### config.mk
export PLATFORM = sky130hd
export DESIGN_NAME = fxa_norm
export DESIGN_NICKNAME = d
export VERILOG_FILES = /design/src/rtl/fxa_pkg.sv /design/src/rtl/fxa_norm.sv
export SDC_FILE = /design/constraint.sdc
export NUM_CORES = 1
export LEC_CHECK = 0
export ABC_AREA = 1
export BUFFER_PORTS_ARGS = -buffer_cell sky130_fd_sc_hd__buf_2
export CAP_MARGIN = 40
export CORE_MARGIN = 3
export CORE_UTILIZATION = 45
export DETAILED_ROUTE_END_ITERATION = 8
export GPL_TIMING_DRIVEN = 0
export PLACE_DENSITY_LB_ADDON = 0.15
export SYNTH_ARGS = -nofsm -noshare
export SYNTH_HDL_FRONTEND = slang
export SYNTH_SLANG_ARGS = --single-unit
### constraint.sdc
create_clock -name clk -period 8.95 [get_ports clk]
set_input_delay 0.895 -clock clk [delete_from_list [all_inputs] [get_ports clk]]
set_output_delay 0.895 -clock clk [all_outputs]
set_load 0.1 [all_outputs]
### src/rtl/fxa_pkg.sv
`timescale 1ns / 1ps
package fxa_pkg;

  localparam int NCELL = 64;

  typedef enum logic [2:0] {
    CMD_ADD  = 3'd0,
    CMD_SUB  = 3'd1,
    CMD_NEG  = 3'd2,
    CMD_CMP  = 3'd3,
    CMD_FROM = 3'd4,
    CMD_TO   = 3'd5,
    CMD_REM  = 3'd6
  } cmd_t;

  typedef struct packed {
    cmd_t          cmd;
    logic [63:0]   rh;
    logic [63:0]   rl;
    logic          eq;
    logic          lt;
    logic          gt;
    logic          cv_neg;
    logic [127:0]  cv;
    logic          dz;
    logic [63:0]   rem;
    logic [63:0]   dvd;
    logic [63:0]   dvs;
  } beat_t;

  // count of leading zeros, 127 for a zero word
  function automatic logic [6:0] lzc128(input logic [127:0] v);
    logic [6:0] n;
    n = 7'd127;
    for (int i = 0; i < 128; i++) begin
      if (v[i]) n = 7'(127 - i);
    end
    return n;
  endfunction

endpackage

### src/rtl/fxa_norm.sv
`timescale 1ns / 1ps
module fxa_norm
  import fxa_pkg::*;
(
  input  logic        clk,
  input  logic        rst,
  input  logic        adv,
  input  logic        d_vld,
  input  beat_t       d,
  output logic        vld,
  output logic [63:0] res_int,
  output logic [63:0] res_frac,
  output logic [63:0] float_out,
  output logic        is_equal,
  output logic        is_less,
  output logic        is_greater
);

  logic [63:0]  rl0;
  logic [127:0] cv0;
  logic         cvt0;

  logic         v1, v2;
  logic [63:0]  rh1, rl1, rh2, rl2;
  logic [2:0]   fl1, fl2;
  logic         cvt1, cvt2, neg1, neg2, zero1, zero2;
  logic [127:0] cv1, nrm2;
  logic [6:0]   lz1, lz2;

  logic [53:0]  m54;
  logic         up;
  logic [10:0]  ex;
  logic [63:0]  fo;

  always_comb begin
    rl0  = d.rl;
    cv0  = d.cv;
    cvt0 = (d.cmd == CMD_TO) || (d.cmd == CMD_REM);
    if (d.cmd == CMD_REM) begin
      rl0 = d.dz ? 64'd0 : d.rem;
      cv0 = {64'b0, rl0};
    end
  end

  always_ff @(posedge clk) begin
    if (rst) begin
      v1  <= 1'b0;
      v2  <= 1'b0;
      vld <= 1'b0;
    end else if (adv) begin
      v1  <= d_vld;
      v2  <= v1;
      vld <= v2;
    end
  end

  // round to nearest even from the normalized word
  always_comb begin
    up  = nrm2[74] & ((|nrm2[73:0]) | nrm2[75]);
    m54 = {1'b0, nrm2[127:75]} + {53'b0, up};
    ex  = 11'd1086 - {4'b0, lz2} + {10'b0, m54[53]};
    fo  = {neg2, ex, m54[51:0]};
    if (zero2 || !cvt2) fo = '0;
  end

  always_ff @(posedge clk) begin
    if (adv) begin
      rh1   <= d.rh;
      rl1   <= rl0;
      fl1   <= {d.eq, d.lt, d.gt};
      cvt1  <= cvt0;
      neg1  <= (d.cmd == CMD_TO) && d.cv_neg;
      cv1   <= cv0;
      zero1 <= (cv0 == '0);
      lz1   <= lzc128(cv0);

      rh2   <= rh1;
      rl2   <= rl1;
      fl2   <= fl1;
      cvt2  <= cvt1;
      neg2  <= neg1;
      zero2 <= zero1;
      lz2   <= lz1;
      nrm2  <= cv1 << lz1;

      res_int    <= rh2;
      res_frac   <= rl2;
      float_out  <= fo;
      is_equal   <= fl2[2];
      is_less    <= fl2[1];
      is_greater <= fl2[0];
    end
  end

endmodule

==> results.txt <==
Mean Syn Cell Area -> 9.38 um2
Tcrit/Tclk final -> 84.4%
Die Y -> 288 um
Power Density -> 222 nW/um2
# setup viols final -> 0
router iterations before antenna repair -> 6
boundary pin count -> 656
Final ANT Viol Nets -> 0
Worst Max-Slew Pin Slew -> 960 ps
Critical R2R Launch -> nrm2[74]$_DFFE_PP_
# rows -> 102
Seq/Total Area, Yosys -> 61.7%
Worst Hold Path Cells -> 0
post-synthesis cell count -> 3,817
crit-path max FO -> 10
Arrival @ worst endpoint -> 7910 ps
Root Driver -> clkbuf_16
Yosys top cell area share -> 61.5%
Initial Util -> 45.8%
total area of sequential cells -> 22,100 um2
Remaining Overflow, GRT -> 0
Lkg Pwr -> 18.3 nW
ranking of synthesized cells by area -> edfxtp_1, nand2_1, o21ai_0
Final Slew Violations -> 0
core area -> 78,100 um2
Max Clock Freq -> 132 MHz
hold endpoint -> res_frac[51]$_DFFE_PP_
port bufs -> 527
fillers -> 7,194
worst hold slack -> 388 ps
Worst-path clk slew -> 60 ps
Final Non-Filler Cells -> 5,532
placed wire-length estimate -> 100 mm
Synth async-reset ratio -> 0%
reg2reg end -> float_out[58]$_SDFFCE_PP0P_
first-pass GRT wire length -> 179 mm
Syn. warnings -> 0
top cells by count, synth -> nand2_1, edfxtp_1, o21ai_0
hold violation count in the final report -> 0
Worst Path Required -> 9310 ps
CTS tree -> built
clock tree buffer depth -> 3
RSZ-0062 raised after global routing -> yes
CP startpoint kind -> input pin
Initial DRC Count -> 2,990
worst skew pair latency -> 660 ps
die width -> 288 um
vias in the first global route -> 27,800
ys flop type -> edfxtp_1
Most Frequent Cell on Critical Path -> nand2_1
Die ar. -> 83,000 um2
all-layer global routing usage -> 29.4%
Post-synth EDFFs -> 733
H-tree levels -> 3
utilization after layout -> 54.7%
DRC -> 0
routed len/inst -> 22.4 um
dpl cells -> 5,391
multi-input combinational cell area -> 11,600 um2
Mapped Nets -> 4,280
Via density -> 5.36
layout cells sized above 1 -> 15.7%
Worst Setup End Kind -> register
hold_buf cts -> 0
crit path kind -> in2reg
VDD IR-drop max -> 0.147 mV
DRT Wirelength -> 124 mm
Max Cap Viol -> 0
clock skew -> 53.9 ps
slowest stage delay, CP -> 550 ps
initial antenna violation count -> 2
CP max-delay cell -> clkbuf_1
Layout area overhead -> 19.4%
Hold Startpoint -> rl2[51]$_DFFE_PP_
number of library cell types mapped by synthesis -> 41
pin count of the biggest net entering global routing -> 135
status -> finished, final reports clean
most frequent cell after synthesis -> nand2_1
hold crit path type -> reg2reg
Nets -> 4,896
Cell Area, Synth -> 35,800 um2
TritonCTS Buffers -> 76
worst rel slew slack -> 35.3%
R2R setup slack -> 1890 ps
routability cong. -> 1.03
FF-to-FF path depth -> 38
cell taking the most area after synthesis -> edfxtp_1
post-layout min period -> 7550 ps
CTS sink count -> 736
synthesis-stage register bit count -> 736
DR vias -> 29,600
-- timing repair --
action                     CTS  global route
gates resized for setup      0            32
setup buffers                0             4
setup endpoints to repair    0             1
-- worst max-delay path: cells and delay by family --
kind	cells	cell delay, ps
and+or+nand+nor	103	5350
buffers and inverters	5	1340
AOI/OAI and AO/OA	2	320
-- layout make-up --
class	instances	area share, %
antenna	1	0.00586
buffer	214	1.97
clock buffer	86	4.54
clock inverter	50	1.65
inverter	359	3.15
multi-input combinational	2508	27.3
sequential	736	51.7
tap	1040	3.05
timing repair buffer	538	6.72
-- worst max-delay path by stage --
stage	from	to
floorplan	d[455]	lz1[0]$_SDFFCE_PP0P_
global placement	adv	v1$_SDFFE_PP0P_
global route	d[453]	lz1[0]$_SDFFCE_PP0P_
CTS	d[453]	lz1[0]$_SDFFCE_PP0P_
finish	d[455]	lz1[0]$_SDFFCE_PP0P_
detailed placement	d[453]	lz1[0]$_SDFFCE_PP0P_
-- routing by layer --
layer  global-route usage [%]  routed length [um]
met5                        0                  27
met4                     10.8                5080
met3                     5.76                9520
met2                     46.2               55400
met1                     40.5               53900
-- stage by stage --
step           total power [mW]  worst slack (ps)   TNS, ps  cell area (um2)
4_1_cts                    9.50               824         0            42500
6_report                   9.49              1400         0            42700
3_5_place_dp               6.20               213         0            39900
2_1_floorplan              5.44              2120         0            35800
3_3_place_gp               6.26             -4430  -3007200            39700
5_1_grt                    9.84             -31.0     -31.0            42700
-- cell usage in the layout (no fill, tap or decap), types with 4 or more instances in the layout --
master     netlist  routed
a221oi_1         4       4
buf_16           0       5
bufinv_16        0      12
or2_2           15      15
mux2i_1         84      84
buf_4            4       7
inv_1          353     353
a211oi_1         5       5
nor2_1         274     274
clkbuf_1       141     151
o211ai_1        12      12
o311ai_0         5       5
buf_1           63      62
nor3_1          26      26
nand2_1       1175    1163
a31oi_1         34      34
a21oi_1         83      83
clkinv_16        0       5
edfxtp_1       733     733
a22oi_1          4       4
buf_2            4     528
o22ai_1         74      70
clkinv_1         3      16
nand4_1         14      14
nand2_2          1      10
o21ai_0        485     485
nand3_1        163     160
nor4_1          26      26
clkinv_2         0      12
clkbuf_16        0      76
-- where the power goes --
group	total, mW	leakage [nW]	internal [mW]	switching [mW]
sequential	4.22	7.27	4.11	0.109
combinational	1.97	9.72	0.434	1.53
clock	3.30	1.27	1.94	1.37
-- cells by family after synthesis --
kind of cell / Yosys count / share of synthesized area (%)
buffers and inverters: 573 / 6.11
AND/OR/NAND/NOR: 1701 / 19.0
flip-flops: 736 / 61.7
adder cells (fa/ha/maj): 3 / 0.105
AO/OA/AOI/OAI: 720 / 10.8
multiplexers: 84 / 2.35
-- sequential cells by signal, summed over array words and instances, names as in the netlist, 3 cells and up --
signal	flops
cv1	128
nrm2	128
float_out	64
res_frac	64
res_int	64
rh1	64
rh2	64
rl1	64
rl2	64
lz1	7
lz2	7
fl1	3
fl2	3
Note: power is estimated with default switching activity, not from simulation.
