[config.mk]
export PLATFORM = sky130hd
export DESIGN_NAME = fxa_front
export DESIGN_NICKNAME = d
export VERILOG_FILES = /design/src/rtl/fxa_pkg.sv /design/src/rtl/fxa_front.sv
export SDC_FILE = /design/constraint.sdc
export NUM_CORES = 2
export LEC_CHECK = 0
export BUFFER_PORTS_ARGS = -buffer_cell sky130_fd_sc_hd__buf_2
export CELL_PAD_IN_SITES_DETAIL_PLACEMENT = 1
export CELL_PAD_IN_SITES_GLOBAL_PLACEMENT = 1
export CORE_UTILIZATION = 40
export DETAILED_ROUTE_END_ITERATION = 16
export HOLD_SLACK_MARGIN = 0.06
export PLACE_DENSITY = 0.77
export SLEW_MARGIN = 20
export SYNTH_ARGS = -nofsm -noshare
export SYNTH_HDL_FRONTEND = slang
export SYNTH_SLANG_ARGS = --single-unit
export TNS_END_PERCENT = 50
[constraint.sdc]
create_clock -name clk -period 9.75 [get_ports clk]
set_input_delay 0.4875 -clock clk [delete_from_list [all_inputs] [get_ports clk]]
set_output_delay 0.4875 -clock clk [all_outputs]
set_load 0.01 [all_outputs]
[src/rtl/fxa_pkg.sv]
`timescale 1ns / 1ps
package fxa_pkg;

  localparam int NCELL = 64;

  typedef enum logic [2:0] {
    CMD_ADD  = 3'd0,
    CMD_SUB  = 3'd1,
    CMD_NEG  = 3'd2,
    CMD_CMP  = 3'd3,
    CMD_FROM = 3'd4,
    CMD_TO   = 3'd5,
    CMD_REM  = 3'd6
  } cmd_t;

  typedef struct packed {
    cmd_t          cmd;
    logic [63:0]   rh;
    logic [63:0]   rl;
    logic          eq;
    logic          lt;
    logic          gt;
    logic          cv_neg;
    logic [127:0]  cv;
    logic          dz;
    logic [63:0]   rem;
    logic [63:0]   dvd;
    logic [63:0]   dvs;
  } beat_t;

  // count of leading zeros, 127 for a zero word
  function automatic logic [6:0] lzc128(input logic [127:0] v);
    logic [6:0] n;
    n = 7'd127;
    for (int i = 0; i < 128; i++) begin
      if (v[i]) n = 7'(127 - i);
    end
    return n;
  endfunction

endpackage

[src/rtl/fxa_front.sv]
`timescale 1ns / 1ps
module fxa_front
  import fxa_pkg::*;
(
  input  logic        clk,
  input  logic        rst,
  input  logic        adv,
  input  logic        src_vld,
  input  logic [2:0]  command,
  input  logic [63:0] a_int,
  input  logic [63:0] a_frac,
  input  logic [63:0] b_int,
  input  logic [63:0] b_frac,
  input  logic [63:0] float_in,
  output logic        vld,
  output beat_t       q
);

  logic         sgn;
  logic [10:0]  e;
  logic [10:0]  e1;
  logic [52:0]  m;
  logic [6:0]   sh;
  logic [10:0]  n;
  logic [116:0] tmp;
  logic         inex;
  logic [127:0] mag;
  logic [127:0] fd;
  logic [127:0] av;
  logic [127:0] bv;
  logic [127:0] sum;
  beat_t        q_next;

  // double to 64.64, floor exact with saturation
  always_comb begin
    sgn  = float_in[63];
    e    = float_in[62:52];
    m    = (e == 11'd0) ? {1'b0, float_in[51:0]} : {1'b1, float_in[51:0]};
    e1   = (e == 11'd0) ? 11'd1 : e;
    sh   = 7'(e1 - 11'd1011);
    n    = 11'd1011 - e1;
    tmp  = {m, 64'b0} >> n[5:0];
    mag  = '0;
    inex = 1'b0;
    if (e1 >= 11'd1011) begin
      mag = {75'b0, m} << sh;
    end else if (n >= 11'd64) begin
      inex = (m != '0);
    end else begin
      mag  = {75'b0, tmp[116:64]};
      inex = |tmp[63:0];
    end
    if (sgn) mag = 128'd0 - (mag + {127'b0, inex});
    if (e == 11'h7ff && float_in[51:0] != '0) begin
      fd = '0;
    end else if (e >= 11'd1086) begin
      fd = sgn ? {1'b1, 127'b0} : {1'b0, {127{1'b1}}};
    end else begin
      fd = mag;
    end
  end

  always_comb begin
    av  = {a_int, a_frac};
    bv  = {b_int, b_frac};
    sum = '0;
    q_next        = '0;
    q_next.cmd    = cmd_t'(command);
    q_next.cv_neg = av[127];
    q_next.cv     = av[127] ? 128'd0 - av : av;
    q_next.dvd    = a_frac;
    q_next.dvs    = fd[63:0];
    q_next.dz     = (fd[63:0] == '0);
    case (command)
      CMD_ADD:  sum = av + bv;
      CMD_SUB:  sum = av - bv;
      CMD_NEG:  sum = 128'd0 - av;
      CMD_FROM: sum = fd;
      default:  sum = '0;
    endcase
    q_next.rh = sum[127:64];
    q_next.rl = sum[63:0];
    if (command == CMD_CMP) begin
      q_next.eq = (av == bv);
      q_next.lt = ($signed(av) < $signed(bv));
      q_next.gt = ($signed(av) > $signed(bv));
    end
  end

  always_ff @(posedge clk) begin
    if (rst) begin
      vld <= 1'b0;
    end else if (adv) begin
      vld <= src_vld;
    end
  end

  always_ff @(posedge clk) begin
    if (adv) q <= q_next;
  end

endmodule

==> summary.txt <==
STA
  – Period utilization: 95.1%
  – Max Clock Skew: 0 ns
  – Fmax: 108 MHz
  – Min Tclk post-route: 9.28 ns
  – Measured slew at the worst slew-check pin: 1.26 ns
  – Endpoints failing setup: 0
  – Hold Fails Final Rpt: 0
  – RSZ-0062 raised after global routing: no
  – Slew Limit Fails: 0
  – Worst relative slew slack: 15.8%

Power
  – Power density cells: 153 nW/µm²
  – Pleak: 28.8 nW
  – Peak supply drop: 136 µV

Final layout
  – Commonest non-fill, non-tap cell in the layout: a21oi_1
  – Multi-input gate area: 40800 µm²
  – Final #Nets: 9313
  – Sequential cell area: 11800 µm²
  – Fillers: 17823
  – Most frequent cells in the layout: a21oi_1, buf_2, nor2_1
  – Fin cells: 10541
  – Design area: 67200 µm²
  – Share of layout cells above drive strength 1: 19.2%
  – Area grow syn2layout: 18.8%

Detailed routing
  – Wirelength per Cell: 33.0 µm
  – Metal2 WL: 150000 µm
  – DR top layer: met5
  – Routed via count: 69885
  – Metal-1 WL: 131000 µm
  – DR pass1 iterations: 7
  – WL final: 348000 µm
  – Final ANT Viol Nets: 0
  – DRC Markers: 0
  – Met3 WL: 37200 µm
  – Via-per-instance ratio: 6.63
  – Iteration-0 DRC Markers: 8390

Worst hold path
  – Worst min path class: in -> reg

Die
  – Die area: 143000 µm²
  – Core Region: 140000 µm²
  – Die Y: 378 µm
  – Starting Density: 40.4%
  – Top Ports: 784
  – Die Wd: 378 µm
  – Rows: 137

Critical path
  – Critical path required time: 10.11 ns
  – Setup CP Type: in -> reg
  – Crit path max fanout: 6
  – Critical Path Max Stage Delay: 0.64 ns
  – Critical Path Start Type: input port
  – Slowest CP cell: or4b_2
  – Crit. End Element: flip-flop
  – Critical Path AT: 9.63 ns
  – Crit path top cell by count: ha_1

Yosys
  – Number of flops mapped to enable cells by yosys: 391
  – Share of the synthesized area in the top cell type: 20.8%
  – Synth unique cells: 92
  – Sequential fraction of the synthesis area: 20.8%
  – Area leader, netlist: edfxtp_1
  – Post-synth top flop: edfxtp_1
  – Mapped Cells: 7703
  – Flop and latch count out of synthesis: 392
  – Async S/R FF share, synth: 0%
  – Syn Std Cell Area: 56600 µm²
  – Mapped Avg Cell Area: 7.34 µm²
  – Ys Warns: 0
  – Area contributors post-synth: edfxtp_1, ha_1, a21oi_1

Global route
  – GRT Util Overall: 46.5%
  – Overflow after GRT: 0
  – Initial antenna violation count: 41
  – Vias in the first global route: 69138
  – First-pass GRT wire length: 489000 µm
  – Pin count of the biggest net entering global routing: 132

Clocking
  – CTS Sinks: 392
  – Clock slew at reported path FFs: 0.06 ns
  – Number of CTS-inserted buffers: 47
  – CTS tree: yes
  – H-tree depth: 2
  – Clk_lat worst skew: 0.65 ns
  – Maximum clock insertion buffer count: 3
  – CTS root buffer: clkbuf_16

Placed design
  – Port Buf Inserts: 719
  – DP Area: 65600 µm²
  – Post-Place Cells: 10423
  – Hpwl dp: 280000 µm
  – Placer Congestion: 1.07

Run status
  – Status: completed

Flow run
  – Maxcap violations: 0
[cells by family after synthesis]
logic type	count (synthesis)	synth area share (%)
compound gates	2674	30.1
simple gates	2383	20.0
buf+inv	1116	7.88
xor+xnor	501	7.76
flops	392	20.8
fa+ha+maj	389	8.63
mux	247	4.86
other cells	1	0.00663
[flip-flops by register name (all words and copies together) (netlist names)]
name  flops
q       391
vld       1
[cell type report]
type / count / area share (%)
flip-flops and latches: 392 / 17.5
repair buffers: 1388 / 13.1
clock buffers: 52 / 1.78
inverters: 510 / 2.85
well taps: 1876 / 3.49
diodes: 31 / 0.115
clock inverters: 34 / 0.501
multi-input cells: 6258 / 60.7
[worst paths after layout]
kind	from	slack [ns]	cells past startpoint	to
min	src_vld	0.1	3	vld$_SDFFE_PP0P_
max reg2reg	vld$_SDFFE_PP0P_	9.13	2	vld$_SDFFE_PP0P_
max	float_in[54]	0.47	41	q[446]$_DFFE_PP_
min reg2reg	vld$_SDFFE_PP0P_	0.54	2	vld$_SDFFE_PP0P_
[timing repair]
item	in CTS	in global routing
hold endpoints to repair	1	0
setup endpoints to repair	0	4
gates resized for setup	0	8
setup buffers	0	0
hold buffers	1	0
[per-layer routing]
layer / GRT usage (%) / up-vias
met5: 0.480 / -
met4: 33.6 / 16
met3: 12.9 / 1104
met2: 71.3 / 4207
met1: 55.7 / 34533
li1: - / 30025
[Yosys cell counts, types with 69 or more instances]
cell	number
mux2i_1	180
edfxtp_1	391
o21bai_1	176
nand4_1	150
o31ai_1	69
a21oi_1	845
inv_1	500
nand2_1	675
xor2_1	116
clkbuf_1	456
or3_1	87
nand2b_1	76
a21o_1	115
buf_1	71
nand3_1	119
ha_1	387
nor4_1	116
nor2_1	718
nor3_1	158
o21ai_0	607
a211oi_1	78
o221ai_1	113
xnor2_1	385
[stage by stage]
step	hold slack, ns	setup TNS, ns	setup WS, ns	util, %	power, mW
after floorplan	0.528	0	0.0394	-	5.48
after global placement	0.467	0	0.105	46.9	8.09
after detailed placement	0.520	-0.340	-0.189	46.9	8.20
after CTS	0.0773	0	0.409	48.0	10.1
after global routing	0.0916	0	0.0848	48.0	10.6
final	0.0995	0	0.474	48.1	10.3
[report_power, final]
part	switching [mW]	total [mW]	internal, mW
Clock	0.832	1.86	1.02
Sequential	0.0939	2.20	2.10
Combinational	4.01	6.26	2.26
[critical path: cells and delay by family]
family,cells,cell delay [ns]
fa+ha+maj,4,0.74
simple gates,10,2.81
buf+inv,7,0.97
compound gates,17,3.81
mux,3,0.77
No activity file was read; power rests on OpenSTA's default activity.
