`config.mk`:
```
export PLATFORM = sky130hd
export DESIGN_NAME = fxa_cell
export DESIGN_NICKNAME = d
export VERILOG_FILES = /design/src/rtl/fxa_pkg.sv /design/src/rtl/fxa_cell.sv
export SDC_FILE = /design/constraint.sdc
export NUM_CORES = 1
export LEC_CHECK = 0
export BUFFER_PORTS_ARGS = -buffer_cell sky130_fd_sc_hd__buf_4
export CAP_MARGIN = 5
export CORE_AREA = 2 2 362 364
export CTS_CLUSTER_DIAMETER = 150
export CTS_CLUSTER_SIZE = 24
export DETAILED_ROUTE_END_ITERATION = 12
export DIE_AREA = 0 0 364 366
export PLACE_DENSITY = 0.37
export SYNTH_ARGS = -nofsm -noshare
export SYNTH_HDL_FRONTEND = slang
export SYNTH_SLANG_ARGS = --single-unit
```
`constraint.sdc`:
```
create_clock -name clk -period 4.24 [get_ports clk]
set_clock_uncertainty 0.05 [all_clocks]
set_input_delay 0.848 -clock clk [delete_from_list [all_inputs] [get_ports clk]]
set_output_delay 0.848 -clock clk [all_outputs]
set_load 0.02 [all_outputs]
```
`src/rtl/fxa_pkg.sv`:
```
`timescale 1ns / 1ps
package fxa_pkg;

  localparam int NCELL = 64;

  typedef enum logic [2:0] {
    CMD_ADD  = 3'd0,
    CMD_SUB  = 3'd1,
    CMD_NEG  = 3'd2,
    CMD_CMP  = 3'd3,
    CMD_FROM = 3'd4,
    CMD_TO   = 3'd5,
    CMD_REM  = 3'd6
  } cmd_t;

  typedef struct packed {
    cmd_t          cmd;
    logic [63:0]   rh;
    logic [63:0]   rl;
    logic          eq;
    logic          lt;
    logic          gt;
    logic          cv_neg;
    logic [127:0]  cv;
    logic          dz;
    logic [63:0]   rem;
    logic [63:0]   dvd;
    logic [63:0]   dvs;
  } beat_t;

  // count of leading zeros, 127 for a zero word
  function automatic logic [6:0] lzc128(input logic [127:0] v);
    logic [6:0] n;
    n = 7'd127;
    for (int i = 0; i < 128; i++) begin
      if (v[i]) n = 7'(127 - i);
    end
    return n;
  endfunction

endpackage

```
`src/rtl/fxa_cell.sv`:
```
`timescale 1ns / 1ps
module fxa_cell
  import fxa_pkg::*;
(
  input  logic  clk,
  input  logic  rst,
  input  logic  adv,
  input  logic  d_vld,
  input  beat_t d,
  output logic  vld,
  output beat_t q
);

  logic [64:0] t;
  beat_t       q_next;

  // one restoring step of the remainder
  always_comb begin
    q_next = d;
    t = {d.rem, d.dvd[63]};
    if (t >= {1'b0, d.dvs}) t = t - {1'b0, d.dvs};
    q_next.rem = t[63:0];
    q_next.dvd = {d.dvd[62:0], 1'b0};
  end

  always_ff @(posedge clk) begin
    if (rst) begin
      vld <= 1'b0;
    end else if (adv) begin
      vld <= d_vld;
    end
  end

  always_ff @(posedge clk) begin
    if (adv) q <= q_next;
  end

endmodule

```
==> flow_metrics.py, run 1 <==
metrics = {
    "run_status": {
        "status": "finished, final reports clean",
    },
    "sta": {
        "min_period_ns": 3.62,
        "rsz0062_at_grt": "no",
        "worst_slew_pin_slew_ns": 0.883,
        "period_share_pct": 85.4,
        "setup_viol": 0,
        "slew_headroom_pct": 41.1,
        "fmax_mhz": 276,
        "hold_viol": 0,
        "drv_slew": 0,
    },
    "detailed_routing": {
        "drt_wl_total_um": 110000,
        "vias_per_cell": 3.72,
        "first_iter_violations": 859,
        "vias": 15000,
        "wl_per_cell_um": 27.3,
        "dr.pass1.iters": 5,
        "ant_nets": 0,
        "drc": 0,
    },
    "synthesis": {
        "yosys_most_used_dff": "edfxtp_1",
        "synthDistinctLibCells": 84,
        "synth_compound_gate_area_share_pct": 10.4,
        "yosysSeqAreaShare_pct": 72.7,
        "avgSynthCellArea_um2": 14.8,
        "synthArstFlopShare_pct": 0,
        "syn_nets": 1797,
        "synth-seq-cells": 456,
        "synth_cells": 1272,
        "synth_top_family_by_area": "compound AO/OA/AOI/OAI gates",
        "synth_fa_ha_area_share_pct": 4.36,
        "synth_edf_count": 455,
        "syn_area_mm2": 0.0188,
        "synth-simple-area-share_pct": 6.87,
        "synth_mux_area_share_pct": 0.459,
        "synth_xor_area_share_pct": 2.33,
        "ys_warn_count": 0,
    },
    "clock_network": {
        "post_cts_resized": 0,
        "clk_pin_slew_ns": 0.09,
        "cts_root_buf": "clkbuf_16",
        "clock_sinks": 456,
        "post_cts_buffers": 0,
        "htree_levels": 1,
        "clockBufferDepth": 3,
        "cts_buffers": 27,
        "cts_tree": "yes",
        "cts_hold_buf": 0,
        "clk_latency_ns": 0.62,
    },
    "die": {
        "die_area_mm2": 0.133,
        "core_mm2": 0.129,
        "start_util_pct": 14.6,
        "die_w_um": 364,
        "ios": 917,
        "num_rows": 132,
        "chipHeight_um": 366,
    },
    "pwr": {
        "ir_drop_v": 0.000287,
        "p_leak_nw": 12.0,
        "powerDensity_mw_per_mm2": 392,
        "total_power_w": 0.0115,
    },
    "placed_design": {
        "io_buffers": 915,
        "dp_hpwl_um": 92700,
        "gp_congestion": 0.831,
    },
    "worst_hold_path": {
        "hold_end": "vld",
        "hp-start": "rst",
        "hp-class": "input port to flop",
        "min_path_cells": 2,
    },
    "critical_path": {
        "crit_required_ns": 4.64,
        "crit_type": "input port to flop",
        "end_kind": "flop",
        "startpoint_type": "input port",
        "r2r_cells": 2,
        "timing.rr.start": "vld",
        "regToRegEndpoint": "vld",
        "critPathMaxFanout": 3,
        "arrival_ns": 4.02,
        "r2r_setup_slack_ns": 3.61,
    },
    "job": {
        "cap_viol_max_count": 0,
    },
    "layout": {
        "finalNetCount": 2786,
        "finish.utilization_pct": 22.7,
        "final_layout_size_suffix_gt1_share_pct": 47.5,
        "area_growth_syn_to_layout_pct": 55.6,
    },
    "global_routing": {
        "track_usage_pct": 15.7,
        "overflow": 0,
        "grt_max_degree": 86,
        "antenna_found_initial": 50,
        "grt_pass1_vias": 15900,
        "grt_pass1_wl_um": 143000,
    },
}
-- worst max-delay path by stage --
stage          startpoint     end  cells past startpoint
2_1_floorplan      d[127]  q[180]                     13
3_3_place_gp         d[1]  q[181]                     13
3_5_place_dp       d[127]  q[172]                     16
4_1_cts            d[127]  q[172]                     16
5_1_grt            d[127]  q[172]                     16
6_report           d[127]  q[172]                     16
-- power breakdown --
part | total [W] | internal (W) | switching (W) | leakage [nW]
logic | 0.00282 | 0.00114 | 0.00167 | 7.17
registers | 0.00559 | 0.00543 | 0.000154 | 4.46
clock network | 0.00308 | 0.00128 | 0.00180 | 0.411
total | 0.0115 | 0.00785 | 0.00362 | 12.0
-- critical path, stage by stage --
cell,delay (ns)
buf_4,0.12
inv_1,0.05
ha_1,0.16
inv_1,0.06
fa_1,0.50
a21o_1,0.25
a221oi_4,0.32
buf_4,0.19
o21a_2,0.15
o21ai_1,0.10
a21oi_1,0.16
buf_4,0.18
o221ai_1,0.21
o21ai_0,0.33
a21boi_0,0.14
o31ai_1,0.25
-- sequential cells by signal (all words and copies together) (netlist names) --
signal and count:
vld 1, q 455
-- final cells by class --
cell class	count	area [µm²]
diodes	14	35.0
clock buffers	27	676
inverters	85	319
repair buffers	1004	7620
flip-flops and latches	456	13700
fillers	13800	99700
multi-input cells	687	4610
well taps	1742	2180
clock inverters	11	165
-- synth_stat cells, drive strengths merged (20+ instances only) --
library cell	count	area share [%]
edfxtp	455	73
nand2	119	2.4
o21ai	89	2.4
inv	85	1.7
a21oi	77	2.1
ha	64	4.3
nor2	49	1.0
xnor2	30	1.4
a21o	27	1.1
buf	22	0.68
clkbuf	22	0.45
nand4	22	0.80
xor2	20	0.93
-- per-stage QoR --
| step | TNS [ns] | cells | hold slack [ns] | setup WS (ns) | area (µm²) |
|---|---|---|---|---|---|
| after floorplan | 0 | 1272 | 0.529 | 0.658 | 18800 |
| after global placement | -0.120 | 3974 | 0.444 | -0.0659 | 28400 |
| after detailed placement | -0.177 | 3974 | 0.441 | -0.0655 | 28400 |
| after CTS | 0 | 4012 | 0.239 | 0.631 | 29300 |
| after global routing | 0 | 4012 | 0.256 | 0.425 | 29300 |
| final | 0 | 4026 | 0.321 | 0.619 | 29300 |
-- cells in the final DEF (no fill, tap or decap), types with 27 or more instances in the layout --
cell,instances
a21o_1,27
nor2_1,47
a21oi_1,76
edfxtp_1,455
nand2_1,117
o21ai_0,72
buf_4,997
xnor2_1,30
ha_1,64
clkbuf_16,27
inv_1,84
-- cells by family (layout without fill, tap and decap cells) --
group	after synthesis	after routing
AOI/OAI and AO/OA	296	296
xor gates and xnor gates	50	50
adders and majority gates	65	65
buffers and inverters	129	1127
DFF	456	456
muxes	8	8
other	1	15
and+or+nand+nor	267	267
-- per-layer routing --
metal	wire length (µm)	global-route usage (%)	vias up
met5	301	0	-
met4	1430	2.09	50
met3	11000	6.53	106
met2	56400	28.8	598
met1	40700	17.0	7463
li1	-	-	6766
(Power assumes the default switching activity.)
==> run 2: changes to the inputs <==
Settings changed: CELL_PAD_IN_SITES_DETAIL_PLACEMENT set to 2, CELL_PAD_IN_SITES_GLOBAL_PLACEMENT set to 2, CORE_AREA 2 2 362 364 to 2 2 356 358, DIE_AREA 0 0 364 366 to 0 0 358 360, PLACE_DENSITY 0.37 to 0.51.
==> flow_metrics.py, run 2 (synthesis gave the netlist of run 1 again) <==
metrics = {
    "run_status": {
        "status": "finished, final reports clean",
    },
    "die": {
        "start_util_pct": 15.1,
        "chipHeight_um": 360,
        "num_rows": 130,
        "core_mm2": 0.125,
        "ios": 917,
        "die_area_mm2": 0.129,
        "die_w_um": 358,
    },
    "sta": {
        "setup_viol": 0,
        "min_period_ns": 3.66,
        "slew_headroom_pct": 32.9,
        "period_share_pct": 86.4,
        "drv_slew": 0,
        "rsz0062_at_grt": "no",
        "worst_slew_pin_slew_ns": 1.01,
        "fmax_mhz": 273,
        "hold_viol": 0,
    },
    "critical_path": {
        "timing.rr.start": "vld",
        "crit_required_ns": 4.69,
        "r2r_cells": 2,
        "critPathCapture": "q[180]",
        "startpoint_type": "input port",
        "arrival_ns": 4.11,
        "regToRegEndpoint": "vld",
        "crit_type": "input port to flop",
        "cp_cell_sequence": "buf_4, inv_1, ha_1, inv_1, fa_1, a21o_1, a221oi_4, o221ai_2, a2111oi_4, buf_4, nor4b_4, o21ai_2, a21oi_2, o2111a_1, nor3_1",
        "critical_path.slowest_cell": "fa_1",
        "critPathMaxFanout": 4,
        "crit_path_start": "d[127]",
        "r2r_setup_slack_ns": 3.57,
        "end_kind": "flop",
        "slowest_delay_ns": 0.48,
    },
    "detailed_routing": {
        "dr.pass1.iters": 4,
        "vias_per_cell": 3.93,
        "wl_per_cell_um": 30.8,
        "drc": 0,
        "drt_wl_total_um": 121000,
        "vias": 15500,
        "ant_nets": 0,
        "first_iter_violations": 834,
    },
    "pwr": {
        "ir_drop_v": 0.000352,
        "powerDensity_mw_per_mm2": 391,
        "total_power_w": 0.0114,
        "p_leak_nw": 12.1,
    },
    "layout": {
        "mostFrequentLayoutCell": "buf_4",
        "final_layout_size_suffix_gt1_share_pct": 47.6,
        "area_growth_syn_to_layout_pct": 55.2,
        "fillers": 13800,
        "finalNetCount": 2794,
        "finish.utilization_pct": 23.4,
        "regMostFlops": "q",
        "final_cells": 3938,
        "final_cell_mix": "buf_4, edfxtp_1, nand2_1",
        "largestRegisters": "q (455), vld (1)",
        "largest_register_ffs": 455,
    },
    "worst_hold_path": {
        "hp-class": "input port to flop",
    },
    "global_routing": {
        "top_usage_layer": "met2",
        "grt_pass1_vias": 16800,
        "grt_max_degree": 92,
        "grt_pass1_wl_um": 157000,
        "use_met2_pct": 31.4,
        "gr-usage-met3_pct": 9.42,
        "track_usage_pct": 18.0,
        "antenna_found_initial": 63,
        "overflow": 0,
        "use_met1_pct": 18.8,
    },
    "clock_network": {
        "post_cts_resized": 0,
        "clk_pin_slew_ns": 0.11,
        "cts_hold_buf": 0,
        "clock_sinks": 456,
        "cts_tree": "yes",
        "clk_latency_ns": 0.66,
        "post_cts_buffers": 0,
        "htree_levels": 1,
        "cts_root_buf": "clkbuf_16",
        "cts_buffers": 25,
        "clockBufferDepth": 3,
    },
    "job": {
        "cap_viol_max_count": 0,
    },
    "placed_design": {
        "dp_hpwl_um": 104000,
        "io_buffers": 915,
        "gp_congestion": 0.899,
        "dp_cells": 3892,
    },
}
-- run 2: critical path, delay by kind of cell --
family,cells,cell delay [ns]
and+or+nand+nor,2,0.23
buffers and inverters,4,0.42
adders and majority gates,2,0.65
AOI/OAI and AO/OA,7,1.95
-- run 2: worst min-delay path by stage --
stage / endpoint / depth (start not counted) / start / slack, ns
CTS: vld / 2 / rst / 0.22
finish: vld / 2 / rst / 0.28
detailed placement: vld / 2 / vld / 0.46
floorplan: vld / 2 / vld / 0.53
global route: vld / 2 / rst / 0.25
global placement: vld / 2 / vld / 0.43
-- run 2: routing by layer --
metal  part of all wire (%)  wire length (µm)  vias to the layer above
li1                       -                 -                     6771
met1                     36             43700                     7886
met2                     49             59600                      616
met3                     11             13800                      146
met4                    3.0              3680                       50
met5                   0.27               323                        -
-- run 2: area by class of cell --
cell class | count | area (µm²) | share of cell area [%]
Clock inverter | 9 | 136 | 0.467
Multi-Input combinational cell | 687 | 4610 | 15.8
Sequential cell | 456 | 13700 | 46.8
Inverter | 85 | 319 | 1.09
Antenna cell | 10 | 25.0 | 0.0856
Timing Repair Buffer | 1014 | 7740 | 26.5
Clock buffer | 27 | 633 | 2.17
Tap cell | 1650 | 2060 | 7.07
-- run 2: metrics by stage --
step           setup WS, ns  area, µm²  TNS [ns]  hold slack [ns]
2_1_floorplan         0.658      18800         0            0.529
3_3_place_gp         -0.174      28400     -1.16            0.434
3_5_place_dp         -0.195      28400     -1.16            0.462
4_1_cts               0.535      29200         0            0.220
5_1_grt               0.392      29200         0            0.250
6_report              0.578      29200         0            0.282
-- run 2: power by group --
group	internal (W)	switching, W	leakage, nW
Combinational	0.00116	0.00173	7.24
Sequential	0.00543	0.000167	4.46
Clock	0.00118	0.00176	0.375
==> run 3: changes to the inputs <==
Settings changed: ABC_AREA set to 1, CORE_AREA 2 2 356 358 to 2 2 361 363, DIE_AREA 0 0 358 360 to 0 0 363 365, PLACE_DENSITY 0.51 to 0.56.
==> flow_metrics.py, run 3 <==
metrics = {
    "synthesis": {
        "synth-seq-cells": 456,
        "synth_top_cells_by_area": "edfxtp_1, nand2_1, inv_1",
        "syn_nets": 2559,
        "ys_warn_count": 0,
        "avgSynthCellArea_um2": 10.3,
        "synth_edf_count": 455,
        "synthDistinctLibCells": 36,
        "synth_top_area_share_pct": 65.1,
        "yosysTopAreaCell": "edfxtp_1",
        "syn_area_mm2": 0.0210,
        "synthArstFlopShare_pct": 0,
        "synth_common_cells": "nand2_1, edfxtp_1, inv_1",
        "yosys_most_used_dff": "edfxtp_1",
        "synth_most_common_cell": "nand2_1",
        "yosysSeqAreaShare_pct": 65.2,
        "synth_cells": 2034,
    },
    "pwr": {
        "powerDensity_mw_per_mm2": 378,
        "ir_drop_v": 0.000327,
        "p_leak_nw": 14.6,
    },
    "sta": {
        "setup_viol": 0,
        "period_share_pct": 85.0,
        "slew_headroom_pct": 46.4,
        "drv_slew": 0,
        "setup_slack_ns": 0.635,
        "fmax_mhz": 277,
        "min_period_ns": 3.61,
        "hold_viol": 0,
        "worst_slew_pin_slew_ns": 0.798,
        "rsz0062_at_grt": "no",
    },
    "die": {
        "die_area_mm2": 0.132,
        "num_rows": 132,
        "die_w_um": 363,
        "start_util_pct": 16.3,
        "ios": 917,
        "chipHeight_um": 365,
        "core_mm2": 0.129,
    },
    "worst_hold_path": {
        "hp-class": "input port to flop",
        "min_path_cells": 1,
        "hold_end": "q[124]",
        "hp-start": "d[123]",
    },
    "layout": {
        "largestRegisters": "q (455), vld (1)",
        "final_layout_size_suffix_gt1_share_pct": 34.2,
        "finalNetCount": 3505,
        "largest_register_ffs": 455,
        "fillers": 14600,
        "finish.utilization_pct": 24.0,
        "postLayoutCellArea_mm2": 0.0309,
        "mostFrequentLayoutCell": "buf_4",
        "final_cells": 4670,
        "area_growth_syn_to_layout_pct": 47.3,
        "final_cell_mix": "buf_4, nand2_1, edfxtp_1",
        "regMostFlops": "q",
    },
    "detailed_routing": {
        "wl_per_cell_um": 31.2,
        "ant_nets": 0,
        "vias_per_cell": 3.96,
        "drt_wl_total_um": 146000,
        "vias": 18500,
        "first_iter_violations": 986,
        "drc": 0,
        "dr.pass1.iters": 4,
    },
    "run_status": {
        "status": "finished, final reports clean",
    },
    "critical_path": {
        "crit_type": "input port to flop",
        "regToRegEndpoint": "vld",
        "startpoint_type": "input port",
        "crit_required_ns": 4.58,
        "timing.rr.start": "vld",
        "end_kind": "flop",
        "r2r_setup_slack_ns": 3.60,
        "r2r_cells": 2,
        "critPathMaxFanout": 30,
        "arrival_ns": 3.94,
    },
    "global_routing": {
        "grt_pass1_vias": 19600,
        "overflow": 0,
        "grt_pass1_wl_um": 187000,
        "grt_max_degree": 79,
        "track_usage_pct": 21.2,
        "antenna_found_initial": 70,
    },
    "clock_network": {
        "post_cts_resized": 0,
        "htree_levels": 1,
        "cts_root_buf": "clkbuf_16",
        "clk_pin_slew_ns": 0.12,
        "clockBufferDepth": 3,
        "cts_buffers": 26,
        "post_cts_buffers": 0,
        "clk_latency_ns": 0.63,
        "clock_sinks": 456,
        "cts_tree": "yes",
        "cts_hold_buf": 0,
    },
    "placed_design": {
        "dp_cells": 4627,
        "dpl-instance-area_mm2": 0.0301,
        "io_buffers": 915,
        "dp_hpwl_um": 127000,
        "place_ws_ns": -0.116,
        "gp_congestion": 0.931,
    },
    "job": {
        "cap_viol_max_count": 0,
    },
}
## run 3: cell count changes after synthesis, moves of 18 or more
cell	delta
o21ai_0	-68
o21bai_1	-18
a21o_1	-26
nand2_1	+587
inv_1	+305
nor2_1	+56
a21oi_1	-35
nand3_2	+22
nand3_1	+110
xnor2_1	-30
## run 3: stage by stage
stage	power [W]	TNS, ns	hold slack [ns]
after floorplan	0.00693	0	0.529
after global placement	0.00885	-1.14	0.438
after detailed placement	0.00887	-0.798	0.451
after CTS	0.0119	0	0.231
after global routing	0.0122	0	0.246
final	0.0117	0	0.303
## run 3: critical path, stage by stage
cell	delay, ns
buf_4	0.09
inv_1	0.05
ha_1	0.39
nand2_1	0.13
nor2_1	0.61
nand2_1	0.11
nor3_1	0.64
nand3_2	0.17
nor2_4	0.15
nor2_4	0.07
nand2_4	0.28
buf_12	0.23
o21ai_0	0.13
## run 3: cells by family (layout without fill, tap and decap cells)
logic type | Yosys count | after routing | share of synthesized area (%)
and+or+nand+nor | 1017 | 1017 | 20.5
AOI/OAI and AO/OA | 48 | 48 | 1.18
other | 1 | 8 | 0.0179
DFF | 456 | 456 | 65.2
xor gates and xnor gates | 31 | 31 | 1.29
muxes | 1 | 1 | 0.0477
adders and majority gates | 65 | 65 | 3.91
buffers and inverters | 415 | 1369 | 7.79
## run 3: per-layer routing
metal	share of wire (%)	GRT usage [%]
met1	37	23.3
met2	48	36.1
met3	12	11.6
met4	2.0	3.62
met5	0.25	0
## run 3: worst max path at each step
| stage | start | to | slack, ns | depth (start not counted) |
|---|---|---|---|---|
| 6_report | d[4] | q[128] | 0.63 | 13 |
| 5_1_grt | d[4] | q[128] | 0.52 | 13 |
| 4_1_cts | d[4] | q[128] | 0.62 | 13 |
| 3_5_place_dp | d[4] | q[128] | -0.12 | 13 |
| 3_3_place_gp | d[4] | q[175] | -0.08 | 14 |
| 2_1_floorplan | d[51] | q[177] | 1.50 | 16 |
## run 3: report_power, final
group | internal [W] | switching [W] | leakage [nW]
Clock | 0.00117 | 0.00180 | 0.378
Sequential | 0.00543 | 0.000150 | 4.46
Combinational | 0.00109 | 0.00203 | 9.72
Total | 0.00769 | 0.00398 | 14.6
## run 3: cell type report
cell class | instances | area, µm² | share of cell area (%)
Antenna cell | 7 | 17.5 | 0.0567
Multi-Input combinational cell | 1163 | 5660 | 18.3
Inverter | 395 | 1480 | 4.80
Clock inverter | 10 | 140 | 0.454
Sequential cell | 456 | 13700 | 44.3
Clock buffer | 26 | 651 | 2.11
Tap cell | 1675 | 2100 | 6.78
Timing Repair Buffer | 938 | 7160 | 23.2
